--- config.mk ---
export PLATFORM = sky130hd
export DESIGN_NAME = rph_queue
export DESIGN_NICKNAME = d
export VERILOG_FILES = /design/src/hdl/rph_pkg.sv /design/src/hdl/rph_queue.sv
export SDC_FILE = /design/constraint.sdc
export NUM_CORES = 1
export LEC_CHECK = 0
export BUFFER_PORTS_ARGS = -buffer_cell sky130_fd_sc_hd__clkbuf_2
export CAP_MARGIN = 10
export CORE_MARGIN = 3
export CORE_UTILIZATION = 50
export CTS_CLUSTER_DIAMETER = 150
export DETAILED_ROUTE_END_ITERATION = 8
export PLACE_DENSITY = 0.74
export SETUP_SLACK_MARGIN = 0.2
export SLEW_MARGIN = 15
export SYNTH_ARGS = -nofsm -noshare
export SYNTH_HDL_FRONTEND = slang
export SYNTH_SLANG_ARGS = --single-unit
--- constraint.sdc ---
create_clock -name clk -period 1.3 [get_ports clk]
set_input_delay 0.26 -clock clk [delete_from_list [all_inputs] [get_ports clk]]
set_output_delay 0.26 -clock clk [all_outputs]
set_load 0.1 [all_outputs]
--- src/hdl/rph_pkg.sv ---
`timescale 1ns / 1ps
`default_nettype none
// ----------------------------------------------------------------------------
// rph_pkg
// Shared types and constants of the region-of-interest pixel histogram.
// ----------------------------------------------------------------------------
package rph_pkg;

	localparam int CFG_WIDTH       = 10;
	localparam int CFG_INDEX_WIDTH = 2;
	localparam int VALUE_WIDTH     = 8;
	localparam int CMD_WIDTH       = 2;
	localparam int OUT_COUNT_WIDTH = 32;
	localparam int QUEUE_DEPTH     = 4;

	localparam logic [CMD_WIDTH-1:0] CMD_CLEAR = 2'd0;
	localparam logic [CMD_WIDTH-1:0] CMD_COUNT = 2'd1;
	localparam logic [CMD_WIDTH-1:0] CMD_READ  = 2'd2;

	localparam logic [CFG_INDEX_WIDTH-1:0] REG_COL_START = 2'd0;
	localparam logic [CFG_INDEX_WIDTH-1:0] REG_ROW_START = 2'd1;
	localparam logic [CFG_INDEX_WIDTH-1:0] REG_COL_END   = 2'd2;
	localparam logic [CFG_INDEX_WIDTH-1:0] REG_ROW_END   = 2'd3;

	localparam logic [CFG_WIDTH-1:0] COL_START_RESET = 10'd0;
	localparam logic [CFG_WIDTH-1:0] ROW_START_RESET = 10'd0;
	localparam logic [CFG_WIDTH-1:0] COL_END_RESET   = 10'd1023;
	localparam logic [CFG_WIDTH-1:0] ROW_END_RESET   = 10'd1023;

	typedef enum logic [1:0] {
		OP_INC,
		OP_READ,
		OP_CLEAR
	} op_t;

	typedef struct packed {
		op_t                    op;
		logic [VALUE_WIDTH-1:0] bin;
		logic                   oob;
	} item_t;

endpackage : rph_pkg
`default_nettype wire

--- src/hdl/rph_queue.sv ---
`timescale 1ns / 1ps
`default_nettype none
// ----------------------------------------------------------------------------
// rph_queue
// Short FIFO of classified commands between front and back.
// ----------------------------------------------------------------------------
module rph_queue (
	input  wire logic           clk,
	input  wire logic           arst_n,
	input  wire logic           push,
	input  rph_pkg::item_t      push_item,
	input  wire logic           pop,
	output rph_pkg::item_t      head,
	output logic                empty,
	output logic                full
);

	import rph_pkg::*;

	localparam int QAW = $clog2(QUEUE_DEPTH);

	item_t          entry_q [QUEUE_DEPTH];
	logic [QAW-1:0] wr_ptr_q;
	logic [QAW-1:0] rd_ptr_q;
	logic [QAW:0]   count_q;

	assign head  = entry_q[rd_ptr_q];
	assign empty = (count_q == '0);
	assign full  = (count_q == (QAW+1)'(QUEUE_DEPTH));

	always_ff @(posedge clk) begin
		if (push) begin
			entry_q[wr_ptr_q] <= push_item;
		end
	end

	always_ff @(posedge clk or negedge arst_n) begin
		if (!arst_n) begin
			wr_ptr_q <= '0;
			rd_ptr_q <= '0;
			count_q  <= '0;
		end else begin
			if (push) begin
				wr_ptr_q <= wr_ptr_q + 1'b1;
			end
			if (pop) begin
				rd_ptr_q <= rd_ptr_q + 1'b1;
			end
			case ({push, pop})
				2'b10:   count_q <= count_q + 1'b1;
				2'b01:   count_q <= count_q - 1'b1;
				default: count_q <= count_q;
			endcase
		end
	end

endmodule : rph_queue
`default_nettype wire

# After elaboration in Yosys (flattened, before gate mapping)
# Memory sizes are Yosys's and may differ from the RTL's.
# Index checks and enable logic that the tools add are counted.
# word_totals
reg_bits	7
ramBits	44
inputBits	15
out_inout_bits	13
wordCells	16
n_memories	1
# mem_list
name	depth	word_bits	read_ports	rd_clocked_by_memory_dff	write_ports	line	rtl
entry_q	4	11	1	0	1	rph_queue.sv:22	item_t entry_q [QUEUE_DEPTH];
# classes
n_addsub	4
n_eq_ne	3
mux	3
reduce_logical	2
# ops
cell	count
$pmux 3 s2	1
$add 2x1->2 const B	2
$add 3x1->3 const B	1
$eq 3x3->1 const B	1
$logic_not 3->1	1
$sub 3x1->3 const B	1
$eq 2x1->1 const B	1
$eq 2x2->1 const B	1
$mux 1	2
$reduce_bool 2->1	1

# Logic depth before layout (Yosys ltp)
# Gate-level depths: netlist of run 1.
# depth
depth_word	2
mapped_depth	7
mapped_depth_nobuf	7

# Worst setup path after synthesis of run 1
# OpenSTA, ideal clock, no wires.
# synth_path
path_kind	flip-flop to output port
start	reg count_q[0]
end	out empty
arrival_time_ps	2465
required_time_ps	1040
path_slack_ps	-1425
path_stages_with_launch	2
n_path_buf	0
cell_sequence	dfrtp_1 -> nor3_1
# synth_between
elab_chain_cells	1
# synth_rtl
element	line	rtl
from (decl)	rph_queue.sv:25	logic [QAW:0] count_q;
from (signal assigned)	rph_queue.sv:50	2'b10: count_q <= count_q + 1'b1;
from (signal assigned)	rph_queue.sv:51	2'b01: count_q <= count_q - 1'b1;
from (signal assigned)	rph_queue.sv:52	default: count_q <= count_q;
$logic_not 3->1	rph_queue.sv:28	assign empty = (count_q == '0);
to (decl)	rph_queue.sv:14	output logic empty,
# No other way between the ends.

==> reports/summary.txt, run 1 <==
Area grow syn2layout: 40.5%
WL/cell: 18.8 um
GR Overflow Total: 0
RSZ-0062 raised after global routing: true
Max Cap Viol: 0
CP max FO: 3
Number of synthesized flops with an enable pin: 44
Drt via density: 5.32
Final ANT Viol Nets: 0
Failing checks: setup timing
Setup crit end kind: output pin
Status: finished with violations
# rows: 22
CTS root buf: clkbuf_8
Max Buffers Root-to-Sink: 2
Pin count of the biggest net entering global routing: 16
Distinct cells, synth: 17
Setup CP Type: flip-flop to output pin
Synth Net Count: 115
Type of origin of the critical path: flip-flop
Antenna violations before repair: 0
Fmax: 534 MHz
Chip Width: 69.1 um
Placed insts: 175
Clock Sinks: 51
Synth area leaders: edfxtp_1 66%, mux4_2 9.1%, dfrtp_1 8.8%
Layout Nets: 170
Clock skew: 0.00330 ns
Top-count cell post-synth: edfxtp_1
Die height: 69.1 um
Final Hold Fails: 0
Hold Crit Class: primary input to flip-flop
Die area: 4770 um2
TritonCTS buffer count: 5
Seq cells post-synth: 51
Gpl congestion: 0.709
Required time worst endpoint: 1.04 ns
Worst-margin pin slew: 0.195 ns
Yosys top cell by area: edfxtp_1
Fin crit share: 144%
Fin util: 74.7%
Avg Cell Area, Syn: 21.2 um2
Tmin final: 1.87 ns
Worst skew pair latency: 0.29 ns
Mapped Area: 1990 um2
Fin. max-slew vios: 0
Finished Cell Area: 2800 um2
DR vias: 1053
Synth warnings: 0
Hpwl dp: 2300 um
Area taken by multi-input logic gates: 562 um2
H-tree Lvls: 2
Diodes inserted: 0
CTS tree: built
Yosys top cell area share: 66.4%
Sequential cell area: 1500 um2
Setup ws final: -0.573 ns
Commonest cells in the netlist: 44 x edfxtp_1, 8 x mux4_2, 7 x dfrtp_1
Seq/Total Area, Yosys: 75.2%
Post-Syn Instances: 94
DR DRC count: 0
Io pins: 28
Synth Flop Type: edfxtp_1
Layout cells sized above 1: 58.7%
Dpl cell area: 2480 um2
Iteration-0 DRC Markers: 48
Clock slew at reported path FFs: 0.09 ns
FILL cells: 229
Initial Util: 53.2%
Post-synth ARST share: 13.7%
Final Non-Filler Cells: 198
Core Area: 3740 um2
CP arrival: 1.61 ns
Overall routing resource usage: 17.9%
Global-route wire length before repair: 6330 um
Final Setup Violations: 14
Dpl ws: -0.393 ns
Vias in the first global route: 1212
TritonRoute pass-1 iters: 4
Max_slew headroom: 87.0%
IO buf count: 27
WL final: 3720 um
## flip-flops by register name, indices dropped and copies added, names as in the netlist
name      cells
rd_ptr_q      2
count_q       3
wr_ptr_q      2
entry_q      44
## critical path, cell delays in order (launching register included)
cell and delay [ns]:
dfrtp_4 0.50, buf_4 0.16, mux4_2 0.46, buf_12 0.19
## layer usage
layer,vias to the layer above,share of wire (%),global-route usage [%]
li1,475,-,-
met1,541,40,21.2
met2,31,54,30.9
met3,6,4.4,5.10
met4,0,1.2,6.51
met5,-,0,0
## through the flow
stage | setup TNS, ns | hold slack, ns
6_report | -6.67 | 0.175
5_1_grt | -7.44 | 0.166
4_1_cts | -6.67 | 0.170
3_5_place_dp | -4.50 | 0.109
3_3_place_gp | -4.43 | 0.106
2_1_floorplan | -3.10 | -0.0356
## worst paths after layout
kind | start | end | slack (ns) | cells after the start
worst max-delay path | rd_ptr_q[0]$_DFFE_PN0P_ | head[7] | -0.57 | 3
min in group asynchronous | arst_n | rd_ptr_q[0]$_DFFE_PN0P_ | 0.36 | 2
worst max register to register | count_q[1]$_DFFE_PN0P_ | count_q[2]$_DFFE_PN0P_ | -0.08 | 6
max in group asynchronous | arst_n | rd_ptr_q[0]$_DFFE_PN0P_ | 0.75 | 2
worst min register to register | count_q[2]$_DFFE_PN0P_ | count_q[2]$_DFFE_PN0P_ | 0.58 | 1
worst min-delay path | push_item[6] | entry_q[0][6]$_DFFE_PP_ | 0.17 | 1
## kinds of logic after synthesis
kind of cell             synth area share, %
flip-flops                              75.2
buffers and inverters                   1.95
AND/OR/NAND/NOR                         2.58
XOR/XNOR                                2.64
multiplexers                            13.0
AO/OA/AOI/OAI                          0.503
adder cells (fa/ha/maj)                 4.15
## timing repair
action | 4_1_cts | 5_1_grt
pin swaps | 8 | 3
gates cloned | 4 | 0
setup endpoints to repair | 59 | 59
hold buffers | 1 | 0
setup buffers | 7 | 3
gates resized for setup | 23 | 6
hold endpoints to repair | 7 | 0
## placed cells by master, fill, tap and decap left out
cell           instances
clkbuf_8               5
buf_16                 1
mux4_2                11
nand2_1                3
inv_6                  1
clkbuf_2              14
o21ai_0                1
xor2_1                 4
dlygate4sd3_1          1
buf_12                14
and3_4                 1
dfrtp_2                1
o21ai_1                1
clkinv_2               3
nor2_1                 1
inv_12                 1
ha_4                   5
dfrtp_1                5
and2_4                 7
inv_4                  2
xnor2_1                2
edfxtp_1              44
buf_6                  8
nor3_4                 1
buf_4                  9
inv_2                  2
fa_2                   1
dfrtp_4                1
## final cells by class
class | instances | area share (%)
clock inverters | 3 | 0.537
flip-flops and latches | 51 | 53.7
inverters | 6 | 1.61
repair buffers | 47 | 19.5
well taps | 48 | 2.15
multi-input cells | 38 | 20.1
clock buffers | 5 | 2.46
Power of run 1 is left out: the tool's default activity adds up to more than one toggle a clock period on the data nets, which glitch-free logic cannot reach.
==> run 2, diff against run 1 <==
==> constraint.sdc (replaced) <==
create_clock -name clk -period 1.3 [get_ports clk]
set_input_delay 0.13 -clock clk [delete_from_list [all_inputs] [get_ports clk]]
set_output_delay 0.13 -clock clk [all_outputs]
set_load 0.1 [all_outputs]
==> run 2 against run 1 <==
  * The run still ends with setup timing left
  * Wire length shrank 4.9%
  * Final cell count fell by 0.51%
  * Hold slack got worse by 0.12 ns
  * Non-clock buffer count down 2
  * First-iteration DRC count rose by 19%
  * Die area did not move
  * Sequential share of layout area rose by 0.88 points
  * Clock skew rose by 0.0037 ns
  * Flip-flop and latch count unchanged
  * Global-route usage decreased by 1.7 points
  * Largest cell class unchanged
==> reports/summary.txt, run 2 (synthesis results as in run 1) <==
Status: finished with violations
Failing checks: setup timing
Final Setup Violations: 14 (unchanged)
Beginning of the critical path: rd_ptr_q[0]$_DFFE_PN0P_
Clock skew: 0.00699 ns (+0.00369 ns)
CP max FO: 3 (unchanged)
CTS root buf: clkbuf_8
Final Non-Filler Cells: 197 (-0.51%)
Clock slew at reported path FFs: 0.09 ns (about the same)
Hold Crit Class: primary input to flip-flop
Setup crit end kind: output pin
TritonCTS buffer count: 5 (unchanged)
Hpwl dp: 2100 um (-8.6%)
Gpl congestion: 0.643 (-9.3%)
CP Capture Point: head[5]
Die height: 69.1 um (unchanged)
Max Buffers Root-to-Sink: 2 (unchanged)
Layout Nets: 169 (-0.59%)
Max FFs per register: 44 (unchanged)
Cells on worst reg2reg path: 6 (unchanged)
Commonest non-fill, non-tap cells in the layout: 44 x edfxtp_1, 14 x clkbuf_2, 13 x buf_12
DR vias: 1057 (+0.38%)
Placed insts: 173 (-1.1%)
Tmin final: 1.74 ns (-0.135 ns)
R2r startpoint: count_q[0]$_DFFE_PN0P_
Iteration-0 DRC Markers: 57 (+19%)
RSZ-0062 raised after global routing: true
CP Depth: 3 (unchanged)
H-tree Lvls: 2 (unchanged)
Max_slew headroom: 79.3% (-7.7 points)
Clock Sinks: 51 (unchanged)
Required time worst endpoint: 1.17 ns (+0.13 ns)
Commonest non-fill, non-tap cell in the layout: edfxtp_1
Setup ws final: -0.438 ns (+0.135 ns)
Finished Cell Area: 2750 um2 (-1.6%)
Max Cap Viol: 0 (unchanged)
Final Hold Slack: 0.0504 ns (-0.124 ns)
Setup CP Type: flip-flop to output pin
Final ANT Viol Nets: 0 (unchanged)
Type of origin of the critical path: flip-flop
Capture point of the worst reg-to-reg path: count_q[2]$_DFFE_PN0P_
Top Registers: entry_q x44, count_q x3
Crit-path leading delay family: flip-flops
Die area: 4770 um2 (unchanged)
Vias in the first global route: 1122 (-7.4%)
Crit-path max cell delay: 0.51 ns (about the same)
Dpl cell area: 2430 um2 (-2.1%)
Slowest CP cell: dfrtp_4
Fin util: 73.5% (-1.2 points)
CTS tree: built
Overall routing resource usage: 16.1% (-1.7 points)
Biggest register: entry_q
IO buf count: 27 (unchanged)
Initial Util: 53.2% (unchanged)
GR Overflow Total: 0 (unchanged)
Chip Width: 69.1 um (unchanged)
Layout cells sized above 1: 57.0% (-1.6 points)
FILL cells: 219 (-4.4%)
Area grow syn2layout: 38.3%
Global-route wire length before repair: 5730 um (-9.6%)
Fin. max-slew vios: 0 (unchanged)
Io pins: 28 (unchanged)
Reg2reg setup slack: -0.05 ns (+0.03 ns)
Drt via density: 5.37 (+0.89%)
Antenna violations before repair: 0 (unchanged)
WL/cell: 17.9 um (-4.4%)
Final Hold Fails: 0 (unchanged)
Fin crit share: 134% (-10 points)
Crit path cell chain: buf_6 > mux4_2 > buf_12
Fmax: 575 MHz (+7.8%)
Worst skew pair latency: 0.29 ns (about the same)
# rows: 22 (unchanged)
TritonRoute pass-1 iters: 4 (unchanged)
Core Area: 3740 um2 (unchanged)
Pin count of the biggest net entering global routing: 16 (unchanged)
Worst-margin pin slew: 0.311 ns (+0.116 ns)
CP arrival: 1.61 ns (about the same)
DR DRC count: 0 (unchanged)
Buf/Inv on CP: 2 (unchanged)
WL final: 3530 um (-4.9%)
Diodes inserted: 0 (unchanged)
[run 2: final cells by class]
class	count	area [um2]	area share (%)
timing repair buffer	45	505	18.4
inverter	6	25.0	0.909
clock buffer	5	68.8	2.50
tap	48	60.1	2.18
multi-input combinational	39	577	21.0
sequential	51	1500	54.5
clock inverter	3	15.0	0.545
[run 2: worst min path at each step]
stage                 start  cells after the start                      end
2_1_floorplan        arst_n                      0   count_q[0]$_DFFE_PN0P_
5_1_grt        push_item[6]                      1  entry_q[0][6]$_DFFE_PP_
4_1_cts        push_item[6]                      1  entry_q[0][6]$_DFFE_PP_
3_5_place_dp         arst_n                      1   count_q[0]$_DFFE_PN0P_
3_3_place_gp         arst_n                      1  wr_ptr_q[0]$_DFFE_PN0P_
6_report       push_item[4]                      1  entry_q[3][4]$_DFFE_PP_
[run 2: metrics by stage]
stage               worst slack [ns]  TNS [ns]
finish                        -0.438     -4.90
global route                  -0.479     -5.44
CTS                           -0.440     -4.87
detailed placement            -0.249     -2.60
global placement              -0.240     -2.53
floorplan                     -0.176     -1.54
[run 2: timing repair]
action / 4_1_cts / 5_1_grt
hold buffers: 1 / 0
cloned: 4 / 0
hold endpoints to repair: 7 / 0
pin swaps: 9 / 5
endpoints found under the setup margin: 60 / 61
setup buffers: 9 / 2
resized for setup: 29 / 3
[run 2: per-layer routing]
layer,vias up,wire length (um),global-route usage (%)
met3,10,215,4.81
met2,33,1910,28.3
met5,-,0,0
met4,0,84,6.94
li1,475,-,-
met1,539,1330,18.2
Power of run 2 is left out for the same reason.
==> run 3, diff against run 2 <==
BUFFER_PORTS_ARGS = not set   (was -buffer_cell sky130_fd_sc_hd__clkbuf_2)
CORE_UTILIZATION = 55   (was 50)
DONT_BUFFER_PORTS = 1   (was not set)
PLACE_DENSITY = 0.73   (was 0.74)
==> run 3 against run 2 <==
  * The run still ends with setup timing left
  * Count of clock-buffer cells in the layout unchanged
  * Core utilization up 6.7 points
  * Register-to-register slack better by 0.08 ns
  * Wire length up 4.5%
  * Die area down 8.3%
  * Largest cell class unchanged
==> reports/summary.txt, run 3 (synthesis results as in run 1) <==
Iteration-0 DRC Markers: 64 (+12%)
Die area: 4380 um2 (-8.3%)
FILL cells: 178 (-19%)
Commonest non-fill, non-tap cells in the layout: 44 x edfxtp_1, 14 x dlygate4sd3_1, 13 x buf_12
Global-route wire length before repair: 5880 um (+2.6%)
Max_slew headroom: 77.6% (-1.7 points)
TritonRoute pass-1 iters: 4 (unchanged)
Final TNS setup: -5.95 ns (-1.05 ns)
DR DRC count: 0 (unchanged)
CTS tree: built
Setup crit end kind: output pin
Core Area: 3420 um2 (-8.8%)
Fin util: 80.2% (+6.7 points)
Pin count of the biggest net entering global routing: 16 (unchanged)
CP max FO: 6 (+3)
Worst-margin pin slew: 0.334 ns (+0.0237 ns)
Setup CP Type: flip-flop to output pin
Crit-path max cell delay: 0.52 ns (about the same)
Layout cells sized above 1: 46.5% (-11 points)
Overall routing resource usage: 20.0% (+3.8 points)
WL final: 3690 um (+4.5%)
Crit-path leading delay family: flip-flops
H-tree Lvls: 2 (unchanged)
Max Buffers Root-to-Sink: 2 (unchanged)
Status: finished with violations
Drt via density: 5.43 (+1.2%)
Final ANT Viol Nets: 0 (unchanged)
Gpl congestion: 0.653 (+1.6%)
Hpwl dp: 2150 um (+2.1%)
TritonCTS buffer count: 5 (unchanged)
Commonest non-fill, non-tap cell in the layout: edfxtp_1
CTS root buf: clkbuf_4
IO buf count: 0 (-100%)
Sequential cell area: 1500 um2 (about the same)
Type of origin of the critical path: flip-flop
Diodes inserted: 0 (unchanged)
Buf/Inv on CP: 2 (unchanged)
Worst skew pair latency: 0.36 ns (+0.07 ns)
Top Registers: entry_q x44, count_q x3
Antenna violations before repair: 0 (unchanged)
Io pins: 28 (unchanged)
Max FFs per register: 44 (unchanged)
Area taken by multi-input logic gates: 568 um2 (-1.5%)
Area grow syn2layout: 37.6%
Fin crit share: 141% (+7.2 points)
RSZ-0062 raised after global routing: true
Fmax: 546 MHz (-5.1%)
Hold Crit Class: primary input to flip-flop
Die height: 66.2 um (-4.2%)
Final Hold Slack: 0.0397 ns (-0.0107 ns)
CP arrival: 1.70 ns (+0.09 ns)
Layout Nets: 162 (-4.1%)
Crit path cell chain: buf_12 > mux4_2 > buf_12
Clock skew: 0.00434 ns (-0.00265 ns)
Critical path's most frequent cell: buf_12
Clock slew at reported path FFs: 0.13 ns (+0.04 ns)
DR vias: 1021 (-3.4%)
Setup ws final: -0.532 ns (-0.0941 ns)
WL/cell: 19.6 um (+9.5%)
Initial Util: 58.3% (+5.1 points)
# rows: 21 (-4.5%)
Biggest register: entry_q
Clock Sinks: 51 (unchanged)
Required time worst endpoint: 1.17 ns (about the same)
Final Setup Violations: 13 (-1)
Final Hold Fails: 0 (unchanged)
Fin. max-slew vios: 0 (unchanged)
GR Overflow Total: 0 (unchanged)
Dpl ws: -0.248 ns (+0.000751 ns)
Tmin final: 1.83 ns (+0.0941 ns)
Chip Width: 66.2 um (-4.2%)
Slowest CP cell: dfrtp_4
Max Cap Viol: 0 (unchanged)
Vias in the first global route: 1115 (-0.62%)
Failing checks: setup timing
run 3: final cells by class:
cell class / count / share of cell area, %
Clock inverter: 3 / 1.42
Sequential cell: 51 / 54.9
Multi-Input combinational cell: 39 / 20.7
Timing Repair Buffer: 38 / 18.6
Tap cell: 46 / 2.10
Inverter: 6 / 0.914
Clock buffer: 5 / 1.37
run 3: final timing paths:
path | startpoint | end | slack, ns | cells after the start
min in group asynchronous | arst_n | count_q[0]$_DFFE_PN0P_ | 0.08 | 1
worst min-delay path | pop | count_q[1]$_DFFE_PN0P_ | 0.04 | 2
worst min register to register | count_q[2]$_DFFE_PN0P_ | count_q[2]$_DFFE_PN0P_ | 0.57 | 1
worst max register to register | count_q[0]$_DFFE_PN0P_ | count_q[2]$_DFFE_PN0P_ | 0.03 | 5
max in group asynchronous | arst_n | rd_ptr_q[0]$_DFFE_PN0P_ | 0.95 | 1
worst max-delay path | rd_ptr_q[0]$_DFFE_PN0P_ | head[7] | -0.53 | 3
run 3: layer usage:
metal	wire length, um	vias to the layer above	GRT usage (%)
li1	-	462	-
met1	1460	506	23.6
met2	1900	43	33.1
met3	209	10	6.12
met4	123	0	9.90
met5	0	-	0
run 3: metrics by stage:
| stage | std cells | cell area (um2) |
|---|---|---|
| 2_1_floorplan | 94 | 2010 |
| 4_1_cts | 186 | 2700 |
| 5_1_grt | 188 | 2740 |
| 6_report | 188 | 2740 |
| 3_3_place_gp | 154 | 2320 |
| 3_5_place_dp | 154 | 2320 |
run 3: timing repair:
item	4_1_cts	5_1_grt
gates resized for setup	21	7
gates cloned	4	0
hold endpoints to repair	55	0
hold buffers	14	0
pin swaps	13	8
setup buffers	6	2
endpoints found under the setup margin	60	62
Power of run 3 is left out for the same reason.
