--- config.mk ---
export PLATFORM = sky130hd
export DESIGN_NAME = rph_front
export DESIGN_NICKNAME = d
export VERILOG_FILES = /design/src/hdl/rph_pkg.sv /design/src/hdl/rph_front.sv
export SDC_FILE = /design/constraint.sdc
export NUM_CORES = 1
export LEC_CHECK = 0
export ABC_AREA = 1
export BUFFER_PORTS_ARGS = -buffer_cell sky130_fd_sc_hd__clkbuf_2
export CORE_AREA = 2 2 74 83
export DETAILED_ROUTE_END_ITERATION = 12
export DIE_AREA = 0 0 76 85
export MAX_ROUTING_LAYER = met4
export PLACE_DENSITY = 0.83
export SYNTH_ARGS = -nofsm -noshare
export SYNTH_HDL_FRONTEND = slang
export SYNTH_SLANG_ARGS = --single-unit
--- constraint.sdc ---
create_clock -name clk -period 3.27 [get_ports clk]
set_input_delay 0.654 -clock clk [delete_from_list [all_inputs] [get_ports clk]]
set_output_delay 0.654 -clock clk [all_outputs]
set_load 0.02 [all_outputs]
--- src/hdl/rph_pkg.sv ---
`timescale 1ns / 1ps
`default_nettype none
// ----------------------------------------------------------------------------
// rph_pkg
// Shared types and constants of the region-of-interest pixel histogram.
// ----------------------------------------------------------------------------
package rph_pkg;

	localparam int CFG_WIDTH       = 10;
	localparam int CFG_INDEX_WIDTH = 2;
	localparam int VALUE_WIDTH     = 8;
	localparam int CMD_WIDTH       = 2;
	localparam int OUT_COUNT_WIDTH = 32;
	localparam int QUEUE_DEPTH     = 4;

	localparam logic [CMD_WIDTH-1:0] CMD_CLEAR = 2'd0;
	localparam logic [CMD_WIDTH-1:0] CMD_COUNT = 2'd1;
	localparam logic [CMD_WIDTH-1:0] CMD_READ  = 2'd2;

	localparam logic [CFG_INDEX_WIDTH-1:0] REG_COL_START = 2'd0;
	localparam logic [CFG_INDEX_WIDTH-1:0] REG_ROW_START = 2'd1;
	localparam logic [CFG_INDEX_WIDTH-1:0] REG_COL_END   = 2'd2;
	localparam logic [CFG_INDEX_WIDTH-1:0] REG_ROW_END   = 2'd3;

	localparam logic [CFG_WIDTH-1:0] COL_START_RESET = 10'd0;
	localparam logic [CFG_WIDTH-1:0] ROW_START_RESET = 10'd0;
	localparam logic [CFG_WIDTH-1:0] COL_END_RESET   = 10'd1023;
	localparam logic [CFG_WIDTH-1:0] ROW_END_RESET   = 10'd1023;

	typedef enum logic [1:0] {
		OP_INC,
		OP_READ,
		OP_CLEAR
	} op_t;

	typedef struct packed {
		op_t                    op;
		logic [VALUE_WIDTH-1:0] bin;
		logic                   oob;
	} item_t;

endpackage : rph_pkg
`default_nettype wire

--- src/hdl/rph_front.sv ---
`timescale 1ns / 1ps
`default_nettype none
// ----------------------------------------------------------------------------
// rph_front
// Region registers, input acceptance and command classification.
// ----------------------------------------------------------------------------
module rph_front #(
	parameter int BINS        = 256,
	parameter int COORD_WIDTH = 10
) (
	input  wire logic                                 clk,
	input  wire logic                                 arst_n,
	input  wire logic                                 cfg_we,
	input  wire logic [rph_pkg::CFG_INDEX_WIDTH-1:0]  cfg_index,
	input  wire logic [rph_pkg::CFG_WIDTH-1:0]        cfg_data,
	input  wire logic                                 in_valid,
	output logic                                      in_stall,
	input  wire logic [rph_pkg::CMD_WIDTH-1:0]        command,
	input  wire logic [rph_pkg::VALUE_WIDTH-1:0]      pixel_value,
	input  wire logic [COORD_WIDTH-1:0]               pixel_col,
	input  wire logic [COORD_WIDTH-1:0]               pixel_row,
	input  wire logic [rph_pkg::VALUE_WIDTH-1:0]      read_bin,
	input  wire logic                                 queue_full,
	input  wire logic                                 clearing,
	output logic                                      push,
	output rph_pkg::item_t                            push_item
);

	import rph_pkg::*;

	localparam int CW = (COORD_WIDTH > CFG_WIDTH) ? COORD_WIDTH : CFG_WIDTH;

	logic [CFG_WIDTH-1:0] col_start_q;
	logic [CFG_WIDTH-1:0] row_start_q;
	logic [CFG_WIDTH-1:0] col_end_q;
	logic [CFG_WIDTH-1:0] row_end_q;
	logic                 in_region;
	logic                 keep;

	always_ff @(posedge clk or negedge arst_n) begin
		if (!arst_n) begin
			col_start_q <= COL_START_RESET;
			row_start_q <= ROW_START_RESET;
			col_end_q   <= COL_END_RESET;
			row_end_q   <= ROW_END_RESET;
		end else if (cfg_we) begin
			case (cfg_index)
				REG_COL_START: col_start_q <= cfg_data;
				REG_ROW_START: row_start_q <= cfg_data;
				REG_COL_END:   col_end_q   <= cfg_data;
				REG_ROW_END:   row_end_q   <= cfg_data;
				default: ;
			endcase
		end
	end

	assign in_region = (CW'(pixel_col) >= CW'(col_start_q)) &&
		(CW'(pixel_col) <= CW'(col_end_q)) &&
		(CW'(pixel_row) >= CW'(row_start_q)) &&
		(CW'(pixel_row) <= CW'(row_end_q));

	always_comb begin
		push_item = '{op: OP_INC, bin: pixel_value, oob: 1'b0};
		keep      = 1'b0;
		case (command)
			CMD_CLEAR: begin
				push_item.op = OP_CLEAR;
				keep         = 1'b1;
			end
			CMD_COUNT: begin
				keep = in_region && (32'(pixel_value) < BINS);
			end
			CMD_READ: begin
				push_item.op  = OP_READ;
				push_item.bin = read_bin;
				push_item.oob = !(32'(read_bin) < BINS);
				keep          = 1'b1;
			end
			default: keep = 1'b0;
		endcase
	end

	// hold input while the queue is full or the bins are being cleared
	assign in_stall = queue_full || clearing;
	assign push     = in_valid && !in_stall && keep;

endmodule : rph_front
`default_nettype wire

After elaboration in Yosys (flattened, before gate mapping)
Index checks and enable logic that the tools add are counted.
{"block": "word_totals", "ff_bits": 40, "in_bits": 56, "output_inout_bits": 13, "wordCells": 30}
{"block": "op_classes", "order_cmp": 4, "n_eq_ne": 5, "n_mux": 3, "n_reduce_logical": 14}
{"operator": "$ge A10 B10 Y1", "n": 2}
{"operator": "$le A10 B10 Y1", "n": 2}
{"operator": "$mux W9", "n": 1}
{"operator": "$reduce_and A2 Y1", "n": 4}
{"operator": "$eq A2 B2 Y1 const B", "n": 3}
{"operator": "$logic_and A1 B1 Y1", "n": 5}
{"operator": "$eq A2 B1 Y1 const B", "n": 2}
{"operator": "$logic_not A2 Y1", "n": 2}
{"operator": "$pmux W2 S2", "n": 1}
{"operator": "$pmux W1 S2", "n": 1}
{"operator": "$reduce_or A2 Y1", "n": 1}
{"operator": "$logic_not A1 Y1", "n": 1}
{"operator": "$logic_or A1 B1 Y1", "n": 1}

Logic depth before layout (Yosys ltp)
Gate-level depths: netlist (run 1).
{"block": "depth", "word_depth": 6, "ltp_mapped": 13, "ltp_nobuf": 13}

Worst setup path after synthesis (run 1)
No wires, ideal clock.
{"block": "synth_timing", "path_kind": "input port to output port", "start": "in pixel_row[9]", "end": "out push", "arrival_time_ns": 1.737, "required_time_ns": 2.616, "path_slack_ns": 0.879, "stages": 10, "path_buffers": 0, "cell_sequence": "ha_1 -> nand2_2 -> inv_1 -> a21oi_1 -> nand3_1 -> nand2_1 -> nand2_1 -> nor2_1 -> nand2_1 -> a21oi_2"}
{"block": "synth_via", "elab_chain_len": 5, "elab_cells_between_ends": 6, "cone_classes": "order compare: 2; mux: 1; reduce/logical: 3"}
{"element": "start, declared", "line": "rph_front.sv:21", "text": "input wire logic [COORD_WIDTH-1:0] pixel_row,"}
{"element": "$ge A10 B10 Y1", "line": "rph_front.sv:59", "text": "(CW'(pixel_row) >= CW'(row_start_q)) &&"}
{"element": "$logic_and A1 B1 Y1", "line": "rph_front.sv:58", "text": "(CW'(pixel_col) <= CW'(col_end_q)) &&"}
{"element": "$logic_and A1 B1 Y1 (*)", "line": "rph_front.sv:59"}
{"element": "$pmux W1 S2 (*)", "line": "rph_front.sv:65", "text": "case (command)"}
{"element": "$logic_and A1 B1 Y1 (*)", "line": "rph_front.sv:85", "text": "assign push = in_valid && !in_stall && keep;"}
{"element": "end, declared", "line": "rph_front.sv:25", "text": "output logic push,"}
Every way passes the cells marked *; elsewhere a longest branch is shown, timed or not.

Worst setup path after layout (run 1)
{"block": "layout_timing", "start": "reg row_end_q[9]", "end": "out push"}
{"block": "layout_via", "elab_chain_len": 4}
{"element": "start, declared", "line": "rph_front.sv:36", "text": "logic [CFG_WIDTH-1:0] row_end_q;"}
{"element": "start signal, assigned", "line": "rph_front.sv:51", "text": "REG_ROW_END: row_end_q <= cfg_data;"}
{"element": "$le A10 B10 Y1", "line": "rph_front.sv:60", "text": "(CW'(pixel_row) <= CW'(row_end_q));"}
{"element": "$logic_and A1 B1 Y1", "line": "rph_front.sv:59"}
{"element": "$pmux W1 S2", "line": "rph_front.sv:65"}
{"element": "$logic_and A1 B1 Y1", "line": "rph_front.sv:85"}
No other way between the ends.

==> results of run 1 <==
[sequential cells by signal (all words and copies together) (netlist names)]
name         cells
row_end_q       10
col_end_q       10
row_start_q     10
col_start_q     10
[synth_stat cells, drive strengths merged]
master  instances
a21o            1
a21oi          10
buf             3
clkbuf          6
conb            1
dfrtp          20
dfstp          20
ha             40
inv            73
nand2         120
nand3           9
nand4           4
nor2           19
o211ai          1
o21ai          42
[how the worst max path moves through the flow]
stage,end,startpoint,slack (ps)
floorplan,push,pixel_row[9],880
global placement,push,pixel_row[9],620
detailed placement,push,pixel_row[5],600
CTS,push,row_end_q[9]$_DFFE_PN1P_,480
global route,push,row_end_q[9]$_DFFE_PN1P_,330
finish,push,row_end_q[9]$_DFFE_PN1P_,500
[kinds of logic after synthesis]
group,count (synthesis)
and+or+nand+nor,152
buffers and inverters,82
AOI/OAI and AO/OA,54
adders and majority gates,40
DFF,40
other,1
[power breakdown]
part           switching (mW)  total (mW)  internal, mW
clock network           0.159       0.352         0.192
registers              0.0417       0.644         0.603
logic                   0.262       0.437         0.175
[worst max-delay path: stages, from the launching register on]
cell	delay, ps
dfstp_2	530
inv_1	50
ha_1	300
nand2_2	90
inv_1	40
a21oi_1	140
nand3_1	90
nand2_1	90
nand2_1	70
nor2_1	80
nand2_1	70
a21oi_2	110
clkbuf_2	170
[through the flow]
step | util (%) | power (mW) | cell area, sq um | std cells
5_1_grt | 57.4 | 1.56 | 3230 | 512
6_report | 57.4 | 1.43 | 3230 | 512
3_3_place_gp | 55.6 | 1.06 | 3130 | 504
2_1_floorplan | - | 0.947 | 2740 | 369
4_1_cts | 57.4 | 1.44 | 3230 | 512
3_5_place_dp | 55.6 | 1.09 | 3130 | 504
[per-layer routing]
layer  routed length (microns)  global-route usage (%)  vias to the layer above
met4                        89                    5.95                        0
met2                      2950                    34.9                       42
met3                       172                    3.62                       12
met5                         0                       -                        -
met1                      2410                    23.1                     1040
li1                          -                       -                     1273
[final cells by class]
| type | instances | area share (%) |
|---|---|---|
| repair buffers | 67 | 10.4 |
| flip-flops and latches | 40 | 31.8 |
| well taps | 77 | 2.99 |
| clock buffers | 8 | 3.10 |
| inverters | 73 | 8.49 |
| multi-input cells | 247 | 43.2 |
==> results.md, run 1 <==
| Stage | Item | Reported |
| --- | --- | --- |
| run status | Status | finished clean |
| grt | Global-route wire length before repair | 10.2 mm |
| drt | Via count | 2367 |
| placement | Routability cong. | 0.820 |
| cts | Setup Fix Bufs, Post-CTS | 0 |
| drt | Remaining design rule violation count | 0 |
| die | Chip Height | 85 microns |
| critical path | Worst reg-to-reg setup slack | 2470 ps |
| cts | Hold-fix buffer count after cts | 0 |
| sta | Share of the clock period used by the worst path after layout | 84.8% |
| pwr | P_leak | 1.83 nW |
| yosys | Synthesized Nets | 465 |
| yosys | Yosys warning total | 0 |
| yosys | Post-Synthesis Cells | 369 |
| sta | Achievable clock frequency | 361 MHz |
| cts | CTS root buf | clkbuf_8 |
| grt | Initial antenna violation count | 0 |
| yosys | Simple-gate portion of the synthesized area | 22.4% |
| cts | Buffer levels on the longest clock path | 2 |
| yosys | Synthesized-area fraction occupied by adder cells | 18.3% |
| critical path | Startpoint of the worst-slack reg-to-reg timing path | row_end_q[9]$_DFFE_PN1P_ |
| die | Area enclosed by the die boundary | 6460 sq um |
| cts | Clock slew seen by the registers of the worst setup and hold paths | 70 ps |
| sta | RSZ-0062 raised after global routing | false |
| final layout | Filler cell count in the final layout | 538 |
| sta | Number of endpoints with negative hold slack in the final report | 0 |
| yosys | Top post-synthesis cells by area | dfstp_2 (19%), dfrtp_1 (18%), ha_1 (18%) |
| sta | Endpoints failing setup | 0 |
| critical path | End of the worst register-to-register path | row_end_q[9]$_DFFE_PN1P_ |
| drt | Number of detailed-route iterations in the first pass | 4 |
| final layout | Most frequent cells in the layout | nand2_1 (117), inv_1 (72), clkbuf_2 (67), o21ai_0 (42), ha_1 (40) |
| pwr | VDD IR-drop max | 0.000281 V |
| cts | Total clock buffers created by CTS | 5 |
| hold path | Worst hold path type | in -> async |
| critical path | Kind of end point of the critical path | primary output |
| die | Initial core utilization | 48.6% |
| final layout | Sequential cell area | 1030 sq um |
| cts | CTS H-Tree Depth | 2 |
| drt | Number of design-rule violations left by the first detailed-router iteration | 95 |
| critical path | Reg2Reg Depth | 2 |
| placement | DP HPWL | 4.60 mm |
| placement | Number of I/O port buffers | 67 |
| sta | Headroom to the max-slew limit | 38.1% |
| sta | Largest clock skew in the final design | 0 ps |
| yosys | Xor and xnor fraction of the mapped netlist area | 0% |
| die | Core ar. | 5620 sq um |
| final layout | Area of the multi-input gates | 1400 sq um |
| final layout | Post-synthesis to final-layout area growth | 18.0% |
| sta | Final max-slew violation count | 0 |
| die | Number of core rows | 29 |
| die | Die X-Extent | 76 microns |
| drt | Final antenna-violating net count | 0 |
| cts | Sink Count | 40 |
| critical path | Maximum fanout along the worst path | 2 |
| sta | Sum of negative setup slack | 0 ps |
| yosys | Post-synthesis compound-gate area fraction | 10.2% |
| grt | Gr usage total | 19.8% |
| critical path | Critical path required time | 2620 ps |
| yosys | Netlist cell types | 20 |
| job | Number of max-capacitance violations reported | 0 |
| cts | CTS-repair resized insts | 0 |
| final layout | Commonest non-fill, non-tap cell in the layout | nand2_1 |
| yosys | Synthesized flop and latch total | 40 |
| critical path | Worst endpoint data arrival time | 2120 ps |
| cts | Clock Latency Late Sink | 290 ps |
| yosys | Multiplexer area fraction after synthesis | 0% |
| drt | Post-DR wirelength/cell | 11.0 microns |
| sta | Minimum period implied by the final worst setup slack | 2770 ps |
| yosys | Area of the mapped netlist | 2740 sq um |
| yosys | Area share of the largest cell type after synthesis | 19.2% |
| yosys | Dominant combinational cell family by area after synthesis | simple AND/OR/NAND/NOR gates |
| critical path | Start-to-end type of the worst setup path | reg -> out |
| critical path | Worst Setup Start Kind | register |
| yosys | Largest area contributor in the netlist | dfstp_2 |
| sta | Setup slack of the critical path after layout | 497 ps |
| yosys | Sequential cell area fraction in the yosys report | 37.5% |
| sta | Worst-margin pin slew | 929 ps |
| yosys | Synth Area per Inst | 7.41 sq um |
| cts | CTS tree | done |
| drt | Wire length reported by the detailed router | 5.62 mm |
| grt | Pin count of the biggest net entering global routing | 41 |
| die | IO Count | 69 |
| final layout | Layout cells sized above 1 | 23.9% |
| grt | Number of global-route vias before repair | 2423 |
| drt | Vias per cell | 4.62 |
| final layout | Number of diodes | 0 |
| final layout | Final nets | 530 |
| grt | GRT Residual Overflow | 0 |
| placement | Worst slack at placement | 600 ps |
| pwr | Total power per unit cell area | 444 nW/um^2 |
| sta | Worst-case hold slack | 489 ps |
No activity file was read; power rests on OpenSTA's default activity.
==> run 2, diff against run 1 <==
CORE_AREA = 2 2 75 85   (was 2 2 74 83)
DIE_AREA = 0 0 77 87   (was 0 0 76 85)
PLACE_DENSITY = 0.84   (was 0.83)
clock period = 2.2 ns   (was 3.27 ns; I/O delays follow)
==> run 2 against run 1 <==
  * The flow now finishes with violations (negative setup slack)
  * Die area is 3.7% higher
  * Wire length is 20% higher
  * Clock power is 43% higher
  * Via count is 7.0% higher
  * Sequential power is 50% higher
  * First-iteration DRC count is 20% higher
  * Count of clock-buffer cells in the layout stayed put
  * Hold slack worse by 310 ps
==> results.md, run 2 (synthesis gave the netlist of run 1 again) <==
| Stage | Item | Reported | Change |
| --- | --- | --- | --- |
| run status | Status | complete, but fails checks | was finished clean |
| run status | Violations in the final reports | negative setup slack |  |
| pwr | Switching power | 778 uW | was 463 uW |
| sta | Number of endpoints with negative hold slack in the final report | 0 | unchanged |
| die | Die X-Extent | 77 microns | was 76 microns |
| cts | Total clock buffers created by CTS | 5 | unchanged |
| drt | Remaining design rule violation count | 0 | unchanged |
| placement | Routability cong. | 0.888 | was 0.820 |
| cts | Hold-fix buffer count after cts | 0 | unchanged |
| drt | Number of detailed-route iterations in the first pass | 4 | unchanged |
| sta | Sum of negative setup slack | -349 ps | was 0 ps |
| sta | Worst-case hold slack | 174 ps | was 489 ps |
| die | IO Count | 69 | unchanged |
| placement | Placed Instance Area | 3140 sq um | was 3130 sq um |
| cts | Clock Latency Late Sink | 300 ps | was 290 ps |
| pwr | Power share of the clock group | 22.3% | was 24.5% |
| grt | GRT Residual Overflow | 0 | unchanged |
| pwr | P_leak | 1.85 nW | was 1.83 nW |
| drt | Number of design-rule violations left by the first detailed-router iteration | 114 | was 95 |
| sta | Worst-margin pin slew | 744 ps | was 929 ps |
| final layout | Final non-filler cell total | 516 | was 512 |
| sta | Headroom to the max-slew limit | 50.3% | was 38.1% |
| pwr | Sequential cell fraction of total power | 42.8% | was 45.0% |
| critical path | Worst Setup Start Kind | register | unchanged |
| critical path | Maximum fanout along the worst path | 2 | unchanged |
| sta | Minimum period implied by the final worst setup slack | 2550 ps |  |
| final layout | Most frequent cells in the layout | nand2_1 (113), inv_1 (69), clkbuf_2 (66), o21ai_0 (41), ha_1 (29) | was nand2_1 (117), inv_1 (72), clkbuf_2 (67), o21ai_0 (42), ha_1 (40) |
| drt | Post-DR wirelength/cell | 13.1 microns | was 11.0 microns |
| die | Initial core utilization | 46.1% | was 48.6% |
| cts | CTS tree | done | unchanged |
| drt | Final antenna-violating net count | 0 | unchanged |
| die | Area enclosed by the die boundary | 6700 sq um | was 6460 sq um |
| placement | DP HPWL | 4.84 mm | was 4.60 mm |
| grt | Gr usage total | 20.9% | was 19.8% |
| cts | Sink Count | 40 | unchanged |
| drt | Vias per cell | 4.91 | was 4.62 |
| sta | RSZ-0062 raised after global routing | true | was false |
| job | Number of max-capacitance violations reported | 0 | unchanged |
| pwr | Internal cell power | 1.48 mW | was 970 uW |
| sta | Setup slack of the critical path after layout | -349 ps | was 497 ps |
| cts | Clock slew seen by the registers of the worst setup and hold paths | 80 ps | was 70 ps |
| final layout | Final design area excluding fillers | 3420 sq um | was 3230 sq um |
| placement | Cell count after placement | 508 | was 504 |
| pwr | Switch share | 34.5% | was 32.3% |
| pwr | Total power per unit cell area | 660 nW/um^2 | was 444 nW/um^2 |
| sta | Final max-slew violation count | 0 | unchanged |
| sta | Achievable clock frequency | 392 MHz |  |
| drt | Via count | 2532 | was 2367 |
| grt | Global-route wire length before repair | 10.9 mm | was 10.2 mm |
| sta | Largest clock skew in the final design | 0 ps | unchanged |
| critical path | Worst endpoint data arrival time | 2110 ps | was 2120 ps |
| sta | Endpoints failing setup | 1 | was 0 |
| cts | CTS root buf | clkbuf_8 | unchanged |
| grt | Pin count of the biggest net entering global routing | 41 | unchanged |
| hold path | Worst hold path type | in -> async | unchanged |
| cts | Buffer levels on the longest clock path | 2 | unchanged |
| final layout | Final nets | 531 | was 530 |
| sta | Share of the clock period used by the worst path after layout | 116% |  |
| drt | Wire length reported by the detailed router | 6.75 mm | was 5.62 mm |
| placement | Worst slack at placement | -48.0 ps | was 600 ps |
| critical path | Reg2Reg Depth | 2 | unchanged |
| pwr | VDD IR-drop max | 0.000474 V | was 0.000281 V |
| final layout | Number of diodes | 0 | unchanged |
| final layout | Layout cells sized above 1 | 29.4% | was 23.9% |
| critical path | Kind of end point of the critical path | primary output | unchanged |
| critical path | Critical path required time | 1760 ps | was 2620 ps |
| grt | Initial antenna violation count | 0 | unchanged |
| pwr | Relative contribution of combinational cells to total power | 35.0% | was 30.5% |
| critical path | Start-to-end type of the worst setup path | reg -> out | unchanged |
| final layout | Post-synthesis to final-layout area growth | 25.0% | was 18.0% |
| cts | CTS H-Tree Depth | 2 | unchanged |
| die | Core ar. | 5930 sq um | was 5620 sq um |
| grt | Number of global-route vias before repair | 2469 | was 2423 |
| die | Number of core rows | 30 | was 29 |
| final layout | Commonest non-fill, non-tap cell in the layout | nand2_1 | unchanged |
| die | Chip Height | 87 microns | was 85 microns |
| cts | Setup Fix Bufs, Post-CTS | 0 | unchanged |
| placement | Number of I/O port buffers | 67 | unchanged |
==> run 2: cell type report <==
cell class | instances | area, sq um
repair buffers | 68 | 352
fillers | 553 | 2510
inverters | 73 | 274
clock buffers | 8 | 90.1
well taps | 80 | 100
flip-flops and latches | 40 | 1030
multi-input cells | 247 | 1580
==> run 2: worst max-delay path: stages (launching register included) <==
cell and delay (ps):
dfstp_2 550, inv_2 50, ha_4 220, nand2_4 90, inv_2 30, nand2_1 60
nand2_1 60, nand2_1 60, nand3_1 80, nand2_1 90, nand2_1 50, nor2_1 90
nand2_1 90, a21oi_2 130, clkbuf_8 150
==> run 2: worst paths after layout <==
| check | from | endpoint | slack [ps] |
|---|---|---|---|
| worst min register to register | col_start_q[9]$_DFFE_PN0P_ | col_start_q[9]$_DFFE_PN0P_ | 490 |
| worst max-delay path | row_end_q[4]$_DFFE_PN1P_ | push | -350 |
| worst min-delay path | arst_n | row_start_q[5]$_DFFE_PN0P_ | 170 |
| min in group clk | cfg_data[6] | col_end_q[6]$_DFFE_PN1P_ | 390 |
| max in group asynchronous | arst_n | row_end_q[9]$_DFFE_PN1P_ | 1640 |
| worst max register to register | row_start_q[5]$_DFFE_PN0P_ | row_start_q[5]$_DFFE_PN0P_ | 1360 |
==> run 2: per-stage QoR <==
stage / power [mW] / utilization [%]
floorplan: 1.41 / -
global placement: 1.58 / 52.9
detailed placement: 1.63 / 52.9
CTS: 2.17 / 56.0
global route: 2.42 / 57.7
finish: 2.26 / 57.7
==> run 2: layer usage <==
metal  global-route usage [%]  wire, microns
met5                        -              0
met3                     3.63            431
met1                     23.4           2700
met2                     38.6           3530
met4                     6.01             89
==> run 2: power by group through the flow <==
stage	sequential, mW	combinational (mW)	clock (mW)
floorplan	0.952	0.457	0
global placement	0.965	0.611	0
detailed placement	0.970	0.659	0
CTS	0.960	0.705	0.507
global route	0.978	0.903	0.537
finish	0.965	0.789	0.502
==> run 2: what timing repair did <==
action                     4_1_cts  5_1_grt
gates resized for setup         13       19
setup endpoints to repair        1        1
pin swaps                       14        8
